==> config.mk <==
export PLATFORM = sky130hd
export DESIGN_NAME = drive_power_state_machine_flat
export DESIGN_NICKNAME = d
export VERILOG_FILES = /design/src/hw/rtl/dpsm_pkg.sv /design/src/hw/rtl/dpsm_in_if.sv /design/src/hw/rtl/dpsm_out_if.sv /design/src/hw/rtl/dpsm_cfg_if.sv /design/src/hw/rtl/drive_power_state_machine.sv /design/src/flat_wrapper.sv
export SDC_FILE = /design/constraint.sdc
export NUM_CORES = 1
export LEC_CHECK = 0
export BUFFER_PORTS_ARGS = -buffer_cell sky130_fd_sc_hd__buf_2
export CELL_PAD_IN_SITES_DETAIL_PLACEMENT = 1
export CELL_PAD_IN_SITES_GLOBAL_PLACEMENT = 2
export CORE_UTILIZATION = 35
export CTS_BUF_LIST = sky130_fd_sc_hd__clkbuf_8
export CTS_CLUSTER_DIAMETER = 60
export CTS_CLUSTER_SIZE = 30
export DETAILED_ROUTE_END_ITERATION = 10
export GPL_TIMING_DRIVEN = 1
export PLACE_DENSITY_LB_ADDON = 0.15
export REMOVE_ABC_BUFFERS = 1
export SETUP_SLACK_MARGIN = 0.1
export SYNTH_ARGS = -nofsm -noshare
export SYNTH_HDL_FRONTEND = slang
export SYNTH_SLANG_ARGS = --single-unit
==> constraint.sdc <==
create_clock -name clk -period 4.3 [get_ports clk]
set_clock_uncertainty 0.1 [all_clocks]
set_input_delay 0.215 -clock clk [delete_from_list [all_inputs] [get_ports clk]]
set_output_delay 0.215 -clock clk [all_outputs]
set_load 0.01 [all_outputs]
==> src/hw/rtl/dpsm_pkg.sv <==
`default_nettype none

package dpsm_pkg;

	localparam int unsigned OP_W       = 2;
	localparam int unsigned CW_W       = 16;
	localparam int unsigned MODE_W     = 8;
	localparam int unsigned STATUS_W   = 16;
	localparam int unsigned STATE_W    = 3;
	localparam int unsigned REASON_W   = 2;
	localparam int unsigned CFG_IDX_W  = 2;
	localparam int unsigned CFG_DATA_W = 32;
	localparam int unsigned QSO_W      = 16;

	// request kinds
	localparam logic [OP_W-1:0] OP_CTRL = 2'd0;
	localparam logic [OP_W-1:0] OP_MODE = 2'd1;
	localparam logic [OP_W-1:0] OP_TICK = 2'd2;

	// configuration register indexes
	localparam logic [CFG_IDX_W-1:0] CFG_SUPPORTED_MODES = 2'd0;
	localparam logic [CFG_IDX_W-1:0] CFG_QS_OPTION       = 2'd1;
	localparam logic [CFG_IDX_W-1:0] CFG_REMOTE          = 2'd2;

	// controlword decode
	localparam int unsigned       CW_FAULT_RESET_BIT = 7;
	localparam logic [CW_W-1:0]   CW_CMD_MASK        = 16'h008F;
	localparam logic [CW_W-1:0]   CW_DISABLE_VOLTAGE = 16'h0000;
	localparam logic [CW_W-1:0]   CW_SHUTDOWN        = 16'h0006;
	localparam logic [CW_W-1:0]   CW_SWITCH_ON       = 16'h0007;
	localparam logic [CW_W-1:0]   CW_ENABLE_OP       = 16'h000F;
	localparam logic [CW_W-1:0]   CW_QUICK_STOP      = 16'h0002;

	localparam logic [STATUS_W-1:0] STATUS_RESET = 16'h0240;

	localparam logic [REASON_W-1:0] REASON_NONE    = 2'd0;
	localparam logic [REASON_W-1:0] REASON_UNSUP   = 2'd1;
	localparam logic [REASON_W-1:0] REASON_HANDLER = 2'd2;

	localparam logic signed [QSO_W-1:0] QSO_RESET   = 16'sd2;
	localparam logic signed [QSO_W-1:0] QSO_SOD_MAX = 16'sd2;

	// operating modes with handlers
	localparam logic [4:0] MODE_PROFILE_POS = 5'd1;
	localparam logic [4:0] MODE_VELOCITY    = 5'd2;
	localparam logic [4:0] MODE_PROFILE_VEL = 5'd3;
	localparam logic [4:0] MODE_TORQUE      = 5'd4;
	localparam logic [4:0] MODE_HOMING      = 5'd6;
	localparam logic [4:0] MODE_INTERP_POS  = 5'd7;
	localparam logic [4:0] MODE_CSP         = 5'd8;
	localparam logic [4:0] MODE_CSV         = 5'd9;
	localparam logic [4:0] MODE_CST         = 5'd10;

endpackage

`default_nettype wire

==> src/hw/rtl/dpsm_in_if.sv <==
`default_nettype none

interface dpsm_in_if import dpsm_pkg::*; ();
	logic                     valid;
	logic                     ready;
	logic [OP_W-1:0]          op;
	logic [CW_W-1:0]          control_value;
	logic signed [MODE_W-1:0] mode_value;
	logic                     handler_present;
	logic                     handler_ok;

	modport source (
		output valid, op, control_value, mode_value, handler_present, handler_ok,
		input  ready
	);
	modport sink (
		input  valid, op, control_value, mode_value, handler_present, handler_ok,
		output ready
	);
endinterface

`default_nettype wire

==> src/hw/rtl/dpsm_out_if.sv <==
`default_nettype none

interface dpsm_out_if import dpsm_pkg::*; ();
	logic                     valid;
	logic                     ready;
	logic [STATUS_W-1:0]      status_word;
	logic signed [MODE_W-1:0] mode_shown;
	logic [STATE_W-1:0]       drive_state;
	logic [REASON_W-1:0]      fault_reason;
	logic                     fault_active;

	modport source (
		output valid, status_word, mode_shown, drive_state, fault_reason, fault_active,
		input  ready
	);
	modport sink (
		input  valid, status_word, mode_shown, drive_state, fault_reason, fault_active,
		output ready
	);
endinterface

`default_nettype wire

==> src/hw/rtl/dpsm_cfg_if.sv <==
`default_nettype none

interface dpsm_cfg_if import dpsm_pkg::*; ();
	logic                  valid;
	logic                  ready;
	logic [CFG_IDX_W-1:0]  index;
	logic [CFG_DATA_W-1:0] data;

	modport source (
		output valid, index, data,
		input  ready
	);
	modport sink (
		input  valid, index, data,
		output ready
	);
endinterface

`default_nettype wire

==> src/hw/rtl/drive_power_state_machine.sv <==
// Results are registered; a request accepted at an edge has its result valid after that edge.
// Throughput: one request per cycle; the state registers double as the result register,
// so a new request is taken whenever the result is empty or being taken in the same cycle.
// Reset (arst_n low, asynchronous): switch on disabled, statusword 0x0240, flags and
// mode cleared, supported modes 0, quick stop option 2, remote 1, no result pending.
`default_nettype none

module drive_power_state_machine import dpsm_pkg::*; (
	input  wire         clk,
	input  wire         arst_n,
	dpsm_in_if.sink     item,
	dpsm_out_if.source  result,
	dpsm_cfg_if.sink    cfg
);

	typedef enum logic [STATE_W-1:0] {
		ST_SOD  = 3'd0,
		ST_RDY  = 3'd1,
		ST_SWON = 3'd2,
		ST_OPEN = 3'd3,
		ST_QS   = 3'd4,
		ST_FRA  = 3'd5,
		ST_FLT  = 3'd6
	} state_t;

	typedef enum logic [2:0] {
		CMD_NONE, CMD_DV, CMD_SD, CMD_SO, CMD_DO, CMD_EO, CMD_QS, CMD_FR
	} cmd_t;

	state_t                   state_q;
	logic signed [MODE_W-1:0] mode_q;
	logic signed [MODE_W-1:0] mode_latched_q;
	logic                     warn_q;
	logic                     reached_q;
	logic                     limit_q;
	logic [REASON_W-1:0]      reason_q;
	logic [STATUS_W-1:0]      status_q;
	logic                     out_valid_q;

	logic [CFG_DATA_W-1:0]    sup_modes_q;
	logic signed [QSO_W-1:0]  qso_q;
	logic                     remote_q;

	state_t                   nxt_state;
	logic signed [MODE_W-1:0] nxt_mode;
	logic                     nxt_warn;
	logic                     nxt_reached;
	logic                     nxt_limit;
	logic [REASON_W-1:0]      nxt_reason;
	logic                     rebuild;
	cmd_t                     cmd;
	logic [CW_W-1:0]          cw_masked;
	logic                     mode_sup;
	logic [6:0]               state_bits;
	logic [STATUS_W-1:0]      nxt_status;
	logic                     accept;

	assign item.ready = !out_valid_q || result.ready;
	assign accept     = item.valid && item.ready;
	assign cfg.ready  = 1'b1;

	assign cw_masked = item.control_value & CW_CMD_MASK;
	assign mode_sup  = !mode_q[MODE_W-1] && (mode_q[6:5] == 2'b00)
		&& sup_modes_q[mode_q[4:0]];

	always_comb begin
		nxt_state   = state_q;
		nxt_mode    = mode_q;
		nxt_warn    = warn_q;
		nxt_reached = reached_q;
		nxt_limit   = limit_q;
		nxt_reason  = reason_q;
		rebuild     = 1'b0;
		cmd         = CMD_NONE;

		case (item.op)
			OP_CTRL: begin
				if (item.control_value[CW_FAULT_RESET_BIT]) begin
					cmd = CMD_FR;
				end else if (cw_masked == CW_DISABLE_VOLTAGE) begin
					cmd = CMD_DV;
				end else if (cw_masked == CW_SHUTDOWN) begin
					cmd = CMD_SD;
				end else if (cw_masked == CW_SWITCH_ON) begin
					cmd = (state_q == ST_OPEN) ? CMD_DO : CMD_SO;
				end else if (cw_masked == CW_ENABLE_OP) begin
					cmd = CMD_EO;
				end else if (cw_masked == CW_QUICK_STOP) begin
					cmd = CMD_QS;
				end

				case (state_q)
					ST_SOD: begin
						if (cmd == CMD_SD) nxt_state = ST_RDY;
					end
					ST_RDY: begin
						if (cmd == CMD_DV || cmd == CMD_QS) nxt_state = ST_SOD;
						else if (cmd == CMD_SO) nxt_state = ST_SWON;
					end
					ST_SWON: begin
						if (cmd == CMD_SD) nxt_state = ST_RDY;
						else if (cmd == CMD_DV || cmd == CMD_QS) nxt_state = ST_SOD;
						else if (cmd == CMD_EO) nxt_state = ST_OPEN;
					end
					ST_OPEN: begin
						if (cmd == CMD_DO) nxt_state = ST_SWON;
						else if (cmd == CMD_SD) nxt_state = ST_RDY;
						else if (cmd == CMD_DV) nxt_state = ST_SOD;
						else if (cmd == CMD_QS) nxt_state = ST_QS;
					end
					ST_QS: begin
						if (cmd == CMD_DV) nxt_state = ST_SOD;
						else if (cmd == CMD_EO) nxt_state = ST_OPEN;
					end
					ST_FLT: begin
						if (cmd == CMD_FR) nxt_state = ST_SOD;
					end
					default: ;
				endcase

				// quick stop options 0..2 end in switch on disabled
				if (nxt_state == ST_QS) begin
					if (qso_q >= 16'sd0 && qso_q <= QSO_SOD_MAX) nxt_state = ST_SOD;
					else if (cmd == CMD_EO) nxt_state = ST_OPEN;
				end

				if (cmd == CMD_FR && nxt_state == ST_SOD) begin
					nxt_warn   = 1'b0;
					nxt_limit  = 1'b0;
					nxt_reason = REASON_NONE;
				end
				rebuild = 1'b1;
			end
			OP_MODE: begin
				nxt_mode = item.mode_value;
			end
			OP_TICK: begin
				if (state_q == ST_OPEN) begin
					if (!mode_sup) begin
						nxt_state  = ST_FRA;
						nxt_reason = REASON_UNSUP;
					end else begin
						case (mode_q[4:0])
							MODE_PROFILE_POS, MODE_HOMING: begin
								if (!item.handler_present) begin
									nxt_reached = 1'b1;
								end else if (!item.handler_ok) begin
									nxt_state  = ST_FRA;
									nxt_reason = REASON_HANDLER;
								end
							end
							MODE_VELOCITY, MODE_PROFILE_VEL, MODE_TORQUE, MODE_INTERP_POS,
							MODE_CSP, MODE_CSV, MODE_CST: begin
								if (item.handler_present && !item.handler_ok) begin
									nxt_state  = ST_FRA;
									nxt_reason = REASON_HANDLER;
								end
							end
							default: begin
								nxt_state  = ST_FRA;
								nxt_reason = REASON_UNSUP;
							end
						endcase
					end
					if (nxt_state == ST_FRA) begin
						nxt_warn    = 1'b1;
						nxt_reached = 1'b0;
						nxt_limit   = 1'b1;
					end
				end
				// fault reaction completes within the same tick
				if (nxt_state == ST_FRA) nxt_state = ST_FLT;
				rebuild = 1'b1;
			end
			default: ;
		endcase
	end

	always_comb begin
		case (nxt_state)
			ST_SOD:  state_bits = 7'b1000000;
			ST_RDY:  state_bits = 7'b0110001;
			ST_SWON: state_bits = 7'b0110011;
			ST_OPEN: state_bits = 7'b0110111;
			ST_QS:   state_bits = 7'b0010011;
			ST_FRA:  state_bits = 7'b0011000;
			ST_FLT:  state_bits = 7'b0001000;
			default: state_bits = 7'b0000000;
		endcase
		nxt_status = {4'b0000, nxt_limit, nxt_reached, remote_q, 1'b0, nxt_warn, state_bits};
	end

	always_ff @(posedge clk or negedge arst_n) begin
		if (!arst_n) begin
			state_q        <= ST_SOD;
			mode_q         <= '0;
			mode_latched_q <= '0;
			warn_q         <= 1'b0;
			reached_q      <= 1'b0;
			limit_q        <= 1'b0;
			reason_q       <= REASON_NONE;
			status_q       <= STATUS_RESET;
			out_valid_q    <= 1'b0;
		end else begin
			if (accept) begin
				state_q   <= nxt_state;
				mode_q    <= nxt_mode;
				warn_q    <= nxt_warn;
				reached_q <= nxt_reached;
				limit_q   <= nxt_limit;
				reason_q  <= nxt_reason;
				if (rebuild) begin
					status_q       <= nxt_status;
					mode_latched_q <= mode_q;
				end
				out_valid_q <= 1'b1;
			end else if (result.ready) begin
				out_valid_q <= 1'b0;
			end
		end
	end

	always_ff @(posedge clk or negedge arst_n) begin
		if (!arst_n) begin
			sup_modes_q <= '0;
			qso_q       <= QSO_RESET;
			remote_q    <= 1'b1;
		end else if (cfg.valid && cfg.ready) begin
			case (cfg.index)
				CFG_SUPPORTED_MODES: sup_modes_q <= cfg.data;
				CFG_QS_OPTION:       qso_q       <= $signed(cfg.data[QSO_W-1:0]);
				CFG_REMOTE:          remote_q    <= cfg.data[0];
				default: ;
			endcase
		end
	end

	assign result.valid        = out_valid_q;
	assign result.status_word  = status_q;
	assign result.mode_shown   = mode_latched_q;
	assign result.drive_state  = state_q;
	assign result.fault_reason = reason_q;
	assign result.fault_active = (state_q == ST_FRA) || (state_q == ST_FLT);

`ifndef SYNTHESIS
	a_no_rest_in_reaction: assert property (@(posedge clk) disable iff (!arst_n)
		state_q != ST_FRA)
		else $error("fault reaction state held across a cycle");

	a_ready_when_empty: assert property (@(posedge clk) disable iff (!arst_n)
		!out_valid_q |-> item.ready)
		else $error("input stalled with no result pending");

	a_mode_write_keeps_status: assert property (@(posedge clk) disable iff (!arst_n)
		(accept && item.op == OP_MODE) |=> (status_q == $past(status_q)
			&& state_q == $past(state_q)))
		else $error("mode write changed statusword or state");

	a_reason_with_flags: assert property (@(posedge clk) disable iff (!arst_n)
		(reason_q != REASON_NONE) |-> (warn_q && limit_q))
		else $error("fault reason set without warning and limit flags");

	a_sod_bit_tracks_state: assert property (@(posedge clk) disable iff (!arst_n)
		status_q[6] == (state_q == ST_SOD))
		else $error("statusword switch on disabled bit out of step with state");
`endif

endmodule

`default_nettype wire

==> src/flat_wrapper.sv <==
// flat-port wrapper written by rule: the top's interface ports become plain ports
module drive_power_state_machine_flat import dpsm_pkg::*;
  (clk, arst_n, item_valid, item_op, item_control_value, item_mode_value, item_handler_present, item_handler_ok, item_ready, result_valid, result_status_word, result_mode_shown, result_drive_state, result_fault_reason, result_fault_active, result_ready, cfg_valid, cfg_index, cfg_data, cfg_ready);
  dpsm_in_if item_i ();
  dpsm_out_if result_i ();
  dpsm_cfg_if cfg_i ();
  input  wire clk;
  input  wire arst_n;
  input wire logic [$bits(item_i.valid)-1:0] item_valid;
  input wire logic [$bits(item_i.op)-1:0] item_op;
  input wire logic [$bits(item_i.control_value)-1:0] item_control_value;
  input wire logic [$bits(item_i.mode_value)-1:0] item_mode_value;
  input wire logic [$bits(item_i.handler_present)-1:0] item_handler_present;
  input wire logic [$bits(item_i.handler_ok)-1:0] item_handler_ok;
  output wire logic [$bits(item_i.ready)-1:0] item_ready;
  output wire logic [$bits(result_i.valid)-1:0] result_valid;
  output wire logic [$bits(result_i.status_word)-1:0] result_status_word;
  output wire logic [$bits(result_i.mode_shown)-1:0] result_mode_shown;
  output wire logic [$bits(result_i.drive_state)-1:0] result_drive_state;
  output wire logic [$bits(result_i.fault_reason)-1:0] result_fault_reason;
  output wire logic [$bits(result_i.fault_active)-1:0] result_fault_active;
  input wire logic [$bits(result_i.ready)-1:0] result_ready;
  input wire logic [$bits(cfg_i.valid)-1:0] cfg_valid;
  input wire logic [$bits(cfg_i.index)-1:0] cfg_index;
  input wire logic [$bits(cfg_i.data)-1:0] cfg_data;
  output wire logic [$bits(cfg_i.ready)-1:0] cfg_ready;
  assign item_i.valid = item_valid;
  assign item_i.op = item_op;
  assign item_i.control_value = item_control_value;
  assign item_i.mode_value = item_mode_value;
  assign item_i.handler_present = item_handler_present;
  assign item_i.handler_ok = item_handler_ok;
  assign item_ready = item_i.ready;
  assign result_valid = result_i.valid;
  assign result_status_word = result_i.status_word;
  assign result_mode_shown = result_i.mode_shown;
  assign result_drive_state = result_i.drive_state;
  assign result_fault_reason = result_i.fault_reason;
  assign result_fault_active = result_i.fault_active;
  assign result_i.ready = result_ready;
  assign cfg_i.valid = cfg_valid;
  assign cfg_i.index = cfg_index;
  assign cfg_i.data = cfg_data;
  assign cfg_ready = cfg_i.ready;
  drive_power_state_machine u_core (.clk(clk), .arst_n(arst_n), .item(item_i), .result(result_i), .cfg(cfg_i));
endmodule
**Word-level counts from Yosys, hierarchy flattened**

Index checks and enable logic that the tools add are counted.

- Order comparisons: 3
- Reduce and logical (&&, ||, !) cells: 30
- Muxes and demuxes: 65
- Eq/ne operators: 44

Operators by type and width:

| kind | number |
|---|---|
| 2-to-1 mux 3 bit | 34 |
| one-hot mux 7 bit (7 select lines) | 1 |
| equality test 3 bit (second input constant) | 13 |
| equality test 5 x 3 -> 1 bit (second input constant) | 5 |
| equality test 5 x 4 -> 1 bit (second input constant) | 4 |
| equality test 3 x 2 -> 1 bit (second input constant) | 6 |
| one-hot mux 3 bit (6 select lines) | 1 |
| >= comparator 16 x 1 -> 1 bit (second input constant) | 1 |
| <= comparator 16 x 3 -> 1 bit (second input constant) | 1 |
| zero test 16 bit | 1 |
| 2-to-1 mux 1 bit | 16 |
| equality test 5 x 2 -> 1 bit (second input constant) | 3 |
| 2-to-1 mux 2 bit | 6 |
| inequality test 4 bit (second input constant) | 3 |
| one-hot mux 3 bit (2 select lines) | 2 |
| AND reduction 2 bit | 5 |
| equality test 3 x 1 -> 1 bit (second input constant) | 3 |
| zero test 3 bit | 3 |
| one-hot mux 2 bit (2 select lines) | 2 |
| AND reduction 7 bit | 1 |
| OR reduction 7 bit | 1 |
| logical AND 1 bit | 6 |
| zero test 2 bit | 3 |
| less-than comparator 5 x 6 -> 1 bit (second input constant) | 1 |
| other kinds (10) | 20 |

- Register bits after elaboration: 85
- Output and inout port bits: 33
- Word-level logic and storage cells: 154
- Bits of input ports: 67

**Logic depth before layout (Yosys ltp)**

Gate-level depths: netlist of run 1.

- Depth after elaboration: 23
- Gate-level depth with buffers: 8
- Depth with buffers taken out: 7

**Least setup slack after synthesis of run 1**

No wires, ideal clock.

- Kind: register to register
- From: register u_core.mode_q[2]
- To: register u_core.status_q[1], in the netlist u_core.result.status_word[1]
- Required time: 4.126 ns
- Clock period less this slack: 2.357 ns
- Library setup time: 0.074 ns
- Cell stages (with the launch flop): 9
- Path slack: 1.943 ns
- Data arrival time: 2.183 ns
- Path buffers: 1
- Path through: dfrtp_1 -> buf_6 -> mux2_4 -> o22ai_1 -> nor2_1 -> o2111a_1 -> a311oi_4 -> mux2_4 -> o21ai_2

- Word-level cells in the longest chain between the ends: 13
- Elaborated cells between the ends (all ways): 31
- Classes of those cells: eq/ne: 16; mux: 11; reduce/logical: 4

Ends and longest elaborated chain:

| element | RTL line | source |
|---|---|---|
| start, declared | drive_power_state_machine.sv:31 | `logic signed [MODE_W-1:0] mode_q;` |
| start signal, assigned | drive_power_state_machine.sv:207 | `mode_q <= nxt_mode;` |
| binary-select mux 1 bit (select 5 bit), or another cell as far along | drive_power_state_machine.sv:64 | `&& sup_modes_q[mode_q[4:0]];` |
| 2-to-1 mux 1 bit (implied by the code), or another cell as far along | drive_power_state_machine.sv:64 |  |
| logical AND 1 bit or one-hot mux 3 bit (2 select lines) (tied branches) | drive_power_state_machine.sv:64, drive_power_state_machine.sv:143 |  |
| 2-to-1 mux 3 bit * | drive_power_state_machine.sv:139 | `if (!mode_sup) begin` |
| 2-to-1 mux 3 bit * | drive_power_state_machine.sv:138 | `if (state_q == ST_OPEN) begin` |
| 2-to-1 mux 3 bit * | drive_power_state_machine.sv:76 | `case (item.op)` |
| 2-to-1 mux 3 bit * | drive_power_state_machine.sv:138 |  |
| 2-to-1 mux 3 bit * | drive_power_state_machine.sv:76 |  |
| equality test 3 bit | drive_power_state_machine.sv:172 | `if (nxt_state == ST_FRA) nxt_state = ST_FLT;` |
| 2-to-1 mux 3 bit * | drive_power_state_machine.sv:172 |  |
| one-hot mux 3 bit (2 select lines) * | drive_power_state_machine.sv:76 |  |
| equality test 3 bit, or another cell as far along | drive_power_state_machine.sv:180 | `case (nxt_state)` |
| one-hot mux 7 bit (7 select lines) * | drive_power_state_machine.sv:180 |  |
| end signal, assigned | drive_power_state_machine.sv:213 | `status_q <= nxt_status;` |
| end, declared | drive_power_state_machine.sv:37 | `logic [STATUS_W-1:0] status_q;` |

Mark *: on every way between the ends. The rest lies on a longest branch, timed or not. The select of a mux whose other input is x is not followed.
A chain may end at the register's enable or synchronous reset.

**Final worst setup path of run 1**

Same ends and word-level chain as after synthesis.

==> summary.md, run 1 <==
| Metric | Value |
|---|---|
| Pre-CTS WS | 1.449 ns |
| Routed met1 length | 3880 um |
| CP Launch Type | register |
| Relative slew slack | 45.70% |
| Post-synth EDFFs | 0 |
| Peak supply drop | 0.1734 mV |
| Critical Path RT | 4.46 ns |
| Post-Route WL | 8441 um |
| # hold bufs at CTS | 7 |
| CTS max path bufs | 2 |
| Simple-Gate Fraction of Synth Area | 16.24% |
| Synth Area per Inst | 11.06 sq um |
| Final worst slack | 1.445 ns |
| Worst skew pair latency | 0.34 ns |
| Final nets | 454 |
| Total Routing Usage GR | 17.31% |
| RSZ-0062 raised after global routing | no |
| Final hold vios | 0 |
| CP max FO | 14 |
| Hold Path Class | in2reg |
| Post-synthesis register bit count | 69 |
| # Post-CTS Setup Buffers | 0 |
| Final setup fails | 0 |
| Most area-hungry cell type in the Yosys netlist | dfrtp_1 |
| Most common cell after layout, fill and taps aside | buf_2 |
| Top cell type's share of synthesized area | 46.08% |
| Share of cells above drive strength 1 | 39.54% |
| TritonRoute pass-1 iters | 4 |
| Initial DRC count | 106 |
| Most frequent cells in the layout | 66 x buf_2, 65 x dfrtp_1, 51 x nand2_1 |
| Starting Density | 36.11% |
| First-pass GRT wire length | 13760 um |
| Tmin final | 2.855 ns |
| Chip height | 102.4 um |
| Remaining Overflow, GRT | 0 |
| Slew Viols, Final | 0 |
| Synth-to-Final Area Change | 19.11% |
| Cts bufs inserted | 9 |
| Initial antenna violation count | 0 |
| Core area | 9774 sq um |
| Cell Area, Synth | 3530 sq um |
| CTS tree | built |
| Routed len/inst | 16.08 um |
| H-tree levels | 3 |
| Sink Count | 69 |
| Ant diodes | 0 |
| Synth Area in Compound Gates | 12.30% |
| Vias per inst | 5.048 |
| IO Count | 100 |
| Fmax | 350.2 MHz |
| Resized Gates After CTS | 0 |
| Clk slew on worst S/H paths | 0.08 ns |
| FFs w/ async S/R, synth | 100.0% |
| CP max-delay cell | dfrtp_1 |
| Die area | 10490 sq um |
| Met2 wire len | 4118 um |
| Status | finished clean |
| Top sig layer | met4 |
| Leakage | 1.900 nW |
| Worst setup path start | u_core.mode_q[2]$_DFFE_PN0P_ |
| Vias | 2650 |
| Wire length on met3 | 322 um |
| Yosys warns | 0 |
| GP Congestion | 0.7448 |
| Synth Instances | 319 |
| Pwr per Cell Area | 472.3 nW/um^2 |
| # Max-Cap Violations | 0 |
| Setup TNS | 0 ns |
| Multiplexer share of the synthesized area | 17.09% |
| Measured slew at the worst slew-check pin | 0.8121 ns |
| Critical Path Max Stage Delay | 0.72 ns |
| Primary FF master, synth | dfrtp_1 |
| R2r startpoint | u_core.mode_q[2]$_DFFE_PN0P_ |
| Critical Path End Type | register |
| DPL Wire Length | 6039 um |
| Unique masters post-synth | 59 |
| Worst Setup Path Type | reg2reg |
| Largest net degree at the start of global routing | 37 |
| Seq/Total Area, Yosys | 49.06% |
| Die Width | 102.4 um |
| Reg2reg setup slack | 1.44 ns |
| Clk root buf | clkbuf_8 |
| DRC | 0 |
| Largest family of logic cells by synthesized area | multiplexers |
| Worst r2r path cells | 7 |
| Post-route ant nets | 0 |
| Vias in the first global route | 2700 |
| Top cells by area, synth | dfrtp_1 46%, mux2_2 16%, nand2_1 5.4% |
| Worst R2R End | u_core.result.status_word[1]$_DFFE_PN0P_ |
| Std-Cell Rows | 36 |
| Crit share post-route | 66.40% |
| Critical-path cell list | mux2_2 > o22ai_1 > nor2_1 > o2111a_1 > a311oi_4 > mux2_4 > o21ai_2 |
| CP endpoint | u_core.result.status_word[1]$_DFFE_PN0P_ |
| Worst EP arrival | 3.02 ns |
| IO Port Bufs | 66 |
| Synth Area in Adders | 0% |
| Xor-xnor portion of the synthesized cell area | 0.7444% |
Yosys cell counts, types with 5 or more instances:
library cell / number
o21ai_0: 10
dfrtp_1: 65
a21oi_1: 8
buf_4: 7
nand2_1: 51
nand2b_1: 11
a31oi_1: 5
mux2_2: 49
clkbuf_1: 10
nor4_1: 6
o22ai_1: 6
nor2_1: 9
logic make-up after synthesis:
kind of cell | Yosys count
AOI/OAI and AO/OA | 57
other | 2
buffers and inverters | 27
DFF | 69
muxes | 53
xor gates and xnor gates | 3
and+or+nand+nor | 108
report_power, final:
| part | total (mW) | switching, mW | internal [mW] |
|---|---|---|---|
| clock network | 0.541 | 0.258 | 0.283 |
| registers | 0.911 | 0.121 | 0.790 |
| logic | 0.533 | 0.269 | 0.264 |
| total | 1.99 | 0.649 | 1.34 |
routing by layer:
metal  GRT usage, %  vias to the layer above
li1               -                     1270
met4          6.484                        0
met2          28.10                       51
met3          3.146                       11
met5              0                        -
met1          23.00                     1318
worst min-delay path by stage:
stage | startpoint | end | slack [ns] | cells after the start
global route | cfg_data[1] | u_core.sup_modes_q[1]$_DFFE_PN0P_ | 0.01 | 2
detailed placement | arst_n | u_core.result.status_word[11]$_DFFE_PN0P_ | 0.24 | 1
global placement | arst_n | u_core.result.status_word[11]$_DFFE_PN0P_ | 0.23 | 1
floorplan | arst_n | u_core.limit_q$_DFFE_PN0P_ | -0.18 | 0
finish | cfg_data[7] | u_core.qso_q[7]$_DFFE_PN0P_ | 0.01 | 2
CTS | cfg_data[3] | u_core.qso_q[3]$_DFFE_PN0P_ | 0.002 | 2
stage by stage:
step / hold slack, ns / total power, mW / cell area (sq um) / instances / util [%]
after floorplan: -0.1806 / 1.252 / 3402 / 299 / -
after global placement: 0.2316 / 1.444 / 3934 / 502 / 40.25
after detailed placement: 0.2414 / 1.462 / 3934 / 502 / 40.25
after CTS: 0.002089 / 2.015 / 4204 / 525 / 43.01
after global routing: 0.01199 / 2.109 / 4204 / 525 / 43.01
final: 0.01500 / 1.985 / 4204 / 525 / 43.01
registers in the layout, indices dropped and copies added (netlist names):
signal,cells
u_core.result.valid,1
u_core.mode_q,8
u_core.result.fault_reason,2
u_core.result.drive_state,3
u_core.qso_q,16
u_core.limit_q,1
u_core.warn_q,1
u_core.result.mode_shown,8
u_core.reached_q,1
u_core.remote_q,1
u_core.result.status_word,11
u_core.sup_modes_q,16
layout make-up:
type | instances | area [sq um]
fillers | 1124 | 5570
flip-flops and latches | 69 | 1732
multi-input cells | 227 | 1664
repair buffers | 77 | 430.4
well taps | 133 | 166.4
clock buffers | 10 | 137.6
clock inverters | 6 | 62.56
inverters | 3 | 11.26
critical path: cells and delay by family (launching register included):
kind | cells | cell delay (ns)
AO/OA/AOI/OAI | 4 | 1.15
flip-flops | 1 | 0.72
multiplexers | 2 | 0.76
AND/OR/NAND/NOR | 1 | 0.06
No activity file was read; power rests on OpenSTA's default activity.
==> run 2, diff against run 1 <==
- CORE_UTILIZATION: 35 -> 30
- clock period: 4.3 -> 2.5 ns (I/O delays scaled with it)
==> run 2 against run 1 <==
Clock power grew 92%. Routed wire length grew 6.1%. Register-to-register slack lost 1.3 ns. Critical endpoint unchanged. Worst setup slack lost 1.3 ns. Via count grew 6.4%. Die area grew 16%. Combinational power grew 110%. Count of clock-buffer cells in the layout grew 1.
==> summary.md, run 2 (synthesized netlist as in run 1, its figures left out) <==
| Metric | Value |
|---|---|
| Final hold vios | 0 (unchanged) |
| Hold_ws | 0.04771 ns (was 0.01500 ns) |
| Worst R2R End | u_core.result.status_word[1]$_DFFE_PN0P_ (unchanged) |
| DRC | 0 (unchanged) |
| Hold Path End | u_core.remote_q$_DFFE_PN1P_ (was u_core.qso_q[7]$_DFFE_PN0P_) |
| Status | finished clean (unchanged) |
| Final setup fails | 0 (unchanged) |
| TritonRoute pass-1 iters | 4 (unchanged) |
| Reg2reg setup slack | 0.15 ns (was 1.44 ns) |
| Ant diodes | 0 (unchanged) |
| Slew Viols, Final | 0 (unchanged) |
| Vias | 2820 (was 2650) |
| Chip height | 110.5 um (was 102.4 um) |
| First-pass GRT wire length | 15290 um (was 13760 um) |
| Die area | 12200 sq um (was 10490 sq um) |
| Pre-CTS WS | 0.06144 ns (was 1.449 ns) |
| Critical Path Max Stage Delay | 0.42 ns (was 0.72 ns) |
| Die Width | 110.5 um (was 102.4 um) |
| CP max FO | 5 (was 14) |
| DPL Wire Length | 6402 um (was 6039 um) |
| Worst r2r path cells | 8 (was 7) |
| Fin cells | 575 (was 525) |
| Total Routing Usage GR | 15.68% (was 17.31%) |
| Worst skew pair latency | 0.35 ns (was 0.34 ns) |
| Starting Density | 30.91% (was 36.11%) |
| Critical Path RT | 2.68 ns (was 4.46 ns) |
| Top delay family on crit path | compound AO/OA/AOI/OAI gates (unchanged) |
| Std-Cell Rows | 39 (was 36) |
| Worst hold stages | 3 (was 2) |
| HP Start | cfg_valid (was cfg_data[7]) |
| Worst Setup Path Type | reg2reg (unchanged) |
| Pwr per Cell Area | 793.1 nW/um^2 (was 472.3 nW/um^2) |
| Critical-path cell list | buf_6 > mux2_4 > o22ai_2 > nor2_1 > o2111a_2 > a311oi_4 > mux2_4 > o21ai_2 (was mux2_2 > o22ai_1 > nor2_1 > o2111a_1 > a311oi_4 > mux2_4 > o21ai_2) |
| CTS tree | built (unchanged) |
| Routed len/inst | 15.58 um (was 16.08 um) |
| CP Launch Type | register (unchanged) |
| # Max-Cap Violations | 0 (unchanged) |
| Initial antenna violation count | 0 (unchanged) |
| Vias in the first global route | 2933 (was 2700) |
| CP dominant cell by count | mux2_4 |
| Remaining Overflow, GRT | 0 (unchanged) |
| Relative slew slack | 45.86% (was 45.70%) |
| GP Congestion | 0.7577 (was 0.7448) |
| R2r startpoint | u_core.mode_q[2]$_DFFE_PN0P_ (unchanged) |
| Tmin final | 2.348 ns (was 2.855 ns) |
| IO Count | 100 (unchanged) |
| Synth-to-Final Area Change | 32.08% (was 19.11%) |
| Final nets | 494 (was 454) |
| Largest net degree at the start of global routing | 47 (was 37) |
| Post-route ant nets | 0 (unchanged) |
| IO Port Bufs | 66 (unchanged) |
| Clk slew on worst S/H paths | 0.08 ns (about the same) |
| Core area | 11420 sq um (was 9774 sq um) |
| Most common cell after layout, fill and taps aside | buf_2 (unchanged) |
| Peak supply drop | 0.3383 mV (was 0.1734 mV) |
| Post-Route WL | 8960 um (was 8441 um) |
| Clk root buf | clkbuf_8 (unchanged) |
| H-tree levels | 3 (unchanged) |
| Setup TNS | 0 ns (unchanged) |
| CP max-delay cell | a311oi_4 (was dfrtp_1) |
| Critical Path End Type | register (unchanged) |
| Hold Path Class | in2reg (unchanged) |
| Cells after DPL | 532 (was 502) |
| Leakage | 2.129 nW (was 1.900 nW) |
| Measured slew at the worst slew-check pin | 0.8096 ns (was 0.8121 ns) |
| Crit share post-route | 93.91% (was 66.40%) |
| Most frequent cells in the layout | 66 x buf_2, 64 x dfrtp_1, 51 x nand2_1 (was 66 x buf_2, 65 x dfrtp_1, 51 x nand2_1) |
| Fmax | 426.0 MHz (was 350.2 MHz) |
| Worst EP arrival | 2.53 ns (was 3.02 ns) |
| Buf/Inv on CP | 1 (was 0) |
| CTS max path bufs | 2 (unchanged) |
| RSZ-0062 raised after global routing | yes (was no) |
| Initial DRC count | 97 (was 106) |
| Vias per inst | 4.904 (was 5.048) |
| Sink Count | 69 (unchanged) |
| Share of cells above drive strength 1 | 42.59% (was 39.54%) |
| Final worst slack | 0.1523 ns (was 1.445 ns) |
| Cts bufs inserted | 9 (unchanged) |
==> run 2: area by class of cell <==
cell class,count,area [sq um]
Sequential cell,69,1733
Clock inverter,5,76.32
Multi-Input combinational cell,227,1710
Tap cell,143,178.9
Fill cell,1316,6756
Inverter,3,11.26
Timing Repair Buffer,117,800.8
Clock buffer,11,151.4
==> run 2: how the worst max path moves through the flow <==
stage / startpoint / cells past startpoint / slack [ns] / end
after global placement: u_core.mode_q[2]$_DFFE_PN0P_ / 8 / 0.08 / u_core.result.status_word[1]$_DFFE_PN0P_
after CTS: u_core.mode_q[2]$_DFFE_PN0P_ / 8 / 0.09 / u_core.result.status_word[1]$_DFFE_PN0P_
after detailed placement: u_core.mode_q[2]$_DFFE_PN0P_ / 8 / 0.06 / u_core.result.fault_reason[0]$_DFFE_PN0P_
final: u_core.mode_q[2]$_DFFE_PN0P_ / 8 / 0.15 / u_core.result.status_word[1]$_DFFE_PN0P_
after global routing: u_core.mode_q[2]$_DFFE_PN0P_ / 9 / 0.05 / u_core.result.status_word[0]$_DFFE_PN0P_
after floorplan: u_core.mode_q[2]$_DFFE_PN0P_ / 7 / 0.02 / u_core.result.status_word[1]$_DFFE_PN0P_
==> run 2: tightest hold or removal path, delay by kind of cell <==
kind	cells	cell delay (ns)
simple gates	1	0.08
mux	1	0.15
buf+inv	1	0.11
==> run 2: layer usage <==
metal	routed length [um]	track usage [%]
met5	0	0
met4	147	5.422
met3	284	3.348
met2	4459	26.21
met1	4068	20.00
==> run 2: power breakdown <==
group / leakage, nW / switching [mW] / internal [mW] / total, mW
clock network: 0.122 / 0.431 / 0.612 / 1.04
registers: 0.841 / 0.159 / 1.36 / 1.52
logic: 1.17 / 0.550 / 0.585 / 1.13
total: 2.13 / 1.14 / 2.56 / 3.70
==> run 2: what timing repair did <==
item,4_1_cts,5_1_grt
hold endpoints to repair,63,0
setup endpoints to repair,6,11
pin swaps,3,2
buffers inserted,0,0
gates resized for setup,8,8
hold buffers,27,0
==> run 2: per-stage QoR <==
step	total power [mW]	area (sq um)	util, %
2_1_floorplan	2.153	3402	-
3_3_place_gp	2.604	4109	35.99
3_5_place_dp	2.624	4109	35.99
4_1_cts	3.742	4641	40.64
5_1_grt	3.944	4662	40.83
6_report	3.698	4662	40.83
==> run 3, diff against run 2 <==
- PLACE_DENSITY_LB_ADDON: 0.15 -> 0.1
==> run 3 against run 2 <==
Combinational power rose by 6%. Non-clock buffer count grew 2. Global-route usage increased by 0.41 points. Critical endpoint is now u_core.result.fault_reason[1]$_DFFE_PN0P_. Largest power group unchanged.
==> summary.md, run 3 (synthesized netlist as in run 1, its figures left out) <==
| Metric | Value |
|---|---|
| IO Port Bufs | 66 (unchanged) |
| Critical Path RT | 2.63 ns (was 2.68 ns) |
| First-pass GRT wire length | 15340 um (was 15290 um) |
| Pwr per Cell Area | 776.0 nW/um^2 (was 793.1 nW/um^2) |
| Cts bufs inserted | 9 (unchanged) |
| Largest net degree at the start of global routing | 70 (was 47) |
| Worst Setup Path Type | reg2reg (unchanged) |
| Die Width | 110.5 um (unchanged) |
| Power Total | 3.630 mW (was 3.698 mW) |
| Worst EP arrival | 2.52 ns (was 2.53 ns) |
| Core area | 11420 sq um (unchanged) |
| Setup TNS | 0 ns (unchanged) |
| Worst skew pair latency | 0.35 ns (about the same) |
| Share of cells above drive strength 1 | 44.70% (was 42.59%) |
| Most common cell after layout, fill and taps aside | buf_2 (unchanged) |
| DRC | 0 (unchanged) |
| RSZ-0062 raised after global routing | yes (unchanged) |
| Slew Viols, Final | 0 (unchanged) |
| Post-route ant nets | 0 (unchanged) |
| Final setup fails | 0 (unchanged) |
| Ant diodes | 0 (unchanged) |
| Starting Density | 30.91% (unchanged) |
| CP dominant cell by count | mux2_4 (unchanged) |
| Die area | 12200 sq um (unchanged) |
| Met1 GRT Util | 19.61% (was 20.00%) |
| Clk slew on worst S/H paths | 0.09 ns (was 0.08 ns) |
| # Max-Cap Violations | 0 (unchanged) |
| Critical-path cell list | buf_6 > mux2_4 > o22ai_2 > nor2_1 > o2111a_2 > buf_4 > a211oi_4 > o21ai_2 > mux2_4 (was buf_6 > mux2_4 > o22ai_2 > nor2_1 > o2111a_2 > a311oi_4 > mux2_4 > o21ai_2) |
| DPL Wire Length | 6566 um (was 6402 um) |
| Leakage | 2.130 nW (was 2.129 nW) |
| IO Count | 100 (unchanged) |
| Std-Cell Rows | 39 (unchanged) |
| Status | finished clean (unchanged) |
| TritonRoute pass-1 iters | 4 (unchanged) |
| GRT met2 Usage | 28.03% (was 26.21%) |
| Final instance area | 4678 sq um (was 4662 sq um) |
| Initial antenna violation count | 0 (unchanged) |
| Peak supply drop | 0.3656 mV (was 0.3383 mV) |
| Sink Count | 69 (unchanged) |
| Critical Path Max Stage Delay | 0.41 ns (was 0.42 ns) |
| CTS tree | built (unchanged) |
| GRT met3 Usage | 3.458% (was 3.348%) |
| H-tree levels | 3 (unchanged) |
| CP max FO | 5 (unchanged) |
| Tmin final | 2.385 ns (was 2.348 ns) |
| Final nets | 496 (was 494) |
| Clk root buf | clkbuf_8 (unchanged) |
| Fmax | 419.2 MHz (was 426.0 MHz) |
| Hold_ws | 0.04200 ns (was 0.04771 ns) |
| Chip height | 110.5 um (unchanged) |
| Synth-to-Final Area Change | 32.54% (was 32.08%) |
| Final hold vios | 0 (unchanged) |
| Area post-placement | 4116 sq um (was 4109 sq um) |
| Post-Route WL | 9400 um (was 8960 um) |
| Initial DRC count | 99 (was 97) |
| GP Congestion | 0.7869 (was 0.7577) |
| Layer carrying the most global-route usage | met2 (unchanged) |
| Vias per inst | 4.925 (was 4.904) |
| Crit share post-route | 95.41% (was 93.91%) |
| CP max-delay cell | dfrtp_1 (was a311oi_4) |
| Measured slew at the worst slew-check pin | 0.8303 ns (was 0.8096 ns) |
| Total Routing Usage GR | 16.09% (was 15.68%) |
| CTS max path bufs | 2 (unchanged) |
| Vias in the first global route | 2962 (was 2933) |
| Fill cell count | 1300 (was 1316) |
| Critical Path End Type | register (unchanged) |
| Relative slew slack | 44.48% (was 45.86%) |
| Hold Path Class | in2reg (unchanged) |
| Routed len/inst | 16.29 um (was 15.58 um) |
| Remaining Overflow, GRT | 0 (unchanged) |
| CP Launch Type | register (unchanged) |
| Most frequent cells in the layout | 66 x buf_2, 63 x dfrtp_1, 49 x nand2_1 (was 66 x buf_2, 64 x dfrtp_1, 51 x nand2_1) |
| Vias | 2842 (was 2820) |
==> run 3: cell types whose count changed in the layout (fill, tap and decap cells not counted), sizes merged <==
cell / delta
clkinvlp: +2
buf: +2
clkbuf: -2
bufinv: -1
clkinv: +1
==> run 3: metrics by stage <==
stage	setup WS, ns	std cells	util [%]
finish	0.1148	577	40.97
global route	-0.009546	577	40.97
CTS	0.09125	576	40.47
detailed placement	0.0005014	533	36.05
global placement	0.03855	533	36.05
floorplan	0.01984	299	-
==> run 3: timing repair <==
| item | CTS | global route |
|---|---|---|
| buffers inserted | 0 | 1 |
| pin swaps | 0 | 2 |
| hold buffers | 27 | 0 |
| gates resized for setup | 12 | 16 |
| setup endpoints to repair | 9 | 12 |
| hold endpoints to repair | 107 | 0 |
==> run 3: worst paths after layout <==
check,from,end,slack (ns),cells past startpoint
max in group asynchronous,arst_n,u_core.result.mode_shown[4]$_DFFE_PN0P_,1.75,3
min,cfg_valid,u_core.remote_q$_DFFE_PN1P_,0.04,3
max,u_core.mode_q[2]$_DFFE_PN0P_,u_core.result.fault_reason[1]$_DFFE_PN0P_,0.11,9
max reg2reg,u_core.mode_q[2]$_DFFE_PN0P_,u_core.result.fault_reason[1]$_DFFE_PN0P_,0.11,9
min in group asynchronous,arst_n,u_core.result.status_word[0]$_DFFE_PN0P_,0.21,3
min reg2reg,u_core.remote_q$_DFFE_PN1P_,u_core.result.status_word[9]$_DFFE_PN1P_,0.35,2
==> run 3: cell type report <==
class                           instances  area, sq um  area share, %
Multi-Input combinational cell        227         1743          37.26
Sequential cell                        69         1734          37.07
Timing Repair Buffer                  119        819.5          17.52
Tap cell                              143        178.9          3.825
Clock buffer                            9        123.9          2.648
Clock inverter                          7        67.56          1.444
Inverter                                3        11.26         0.2407
==> run 3: power by group <==
part | switching, mW | total, mW | internal [mW]
Clock | 0.456 | 0.913 | 0.457
Combinational | 0.585 | 1.20 | 0.610
Sequential | 0.160 | 1.52 | 1.36
Total | 1.20 | 3.63 | 2.43
==> run 3: per-layer routing <==
metal  wire length (um)  up-vias
met5                  0        -
met4                108        0
met3                336       10
met2               4837       59
met1               4118     1411
li1                   -     1362
==> run 3: critical path: cells and delay by family (launching register included) <==
family	cells	cell delay, ns
simple gates	1	0.06
flops	1	0.41
mux	2	0.61
compound gates	4	0.78
buf+inv	2	0.30
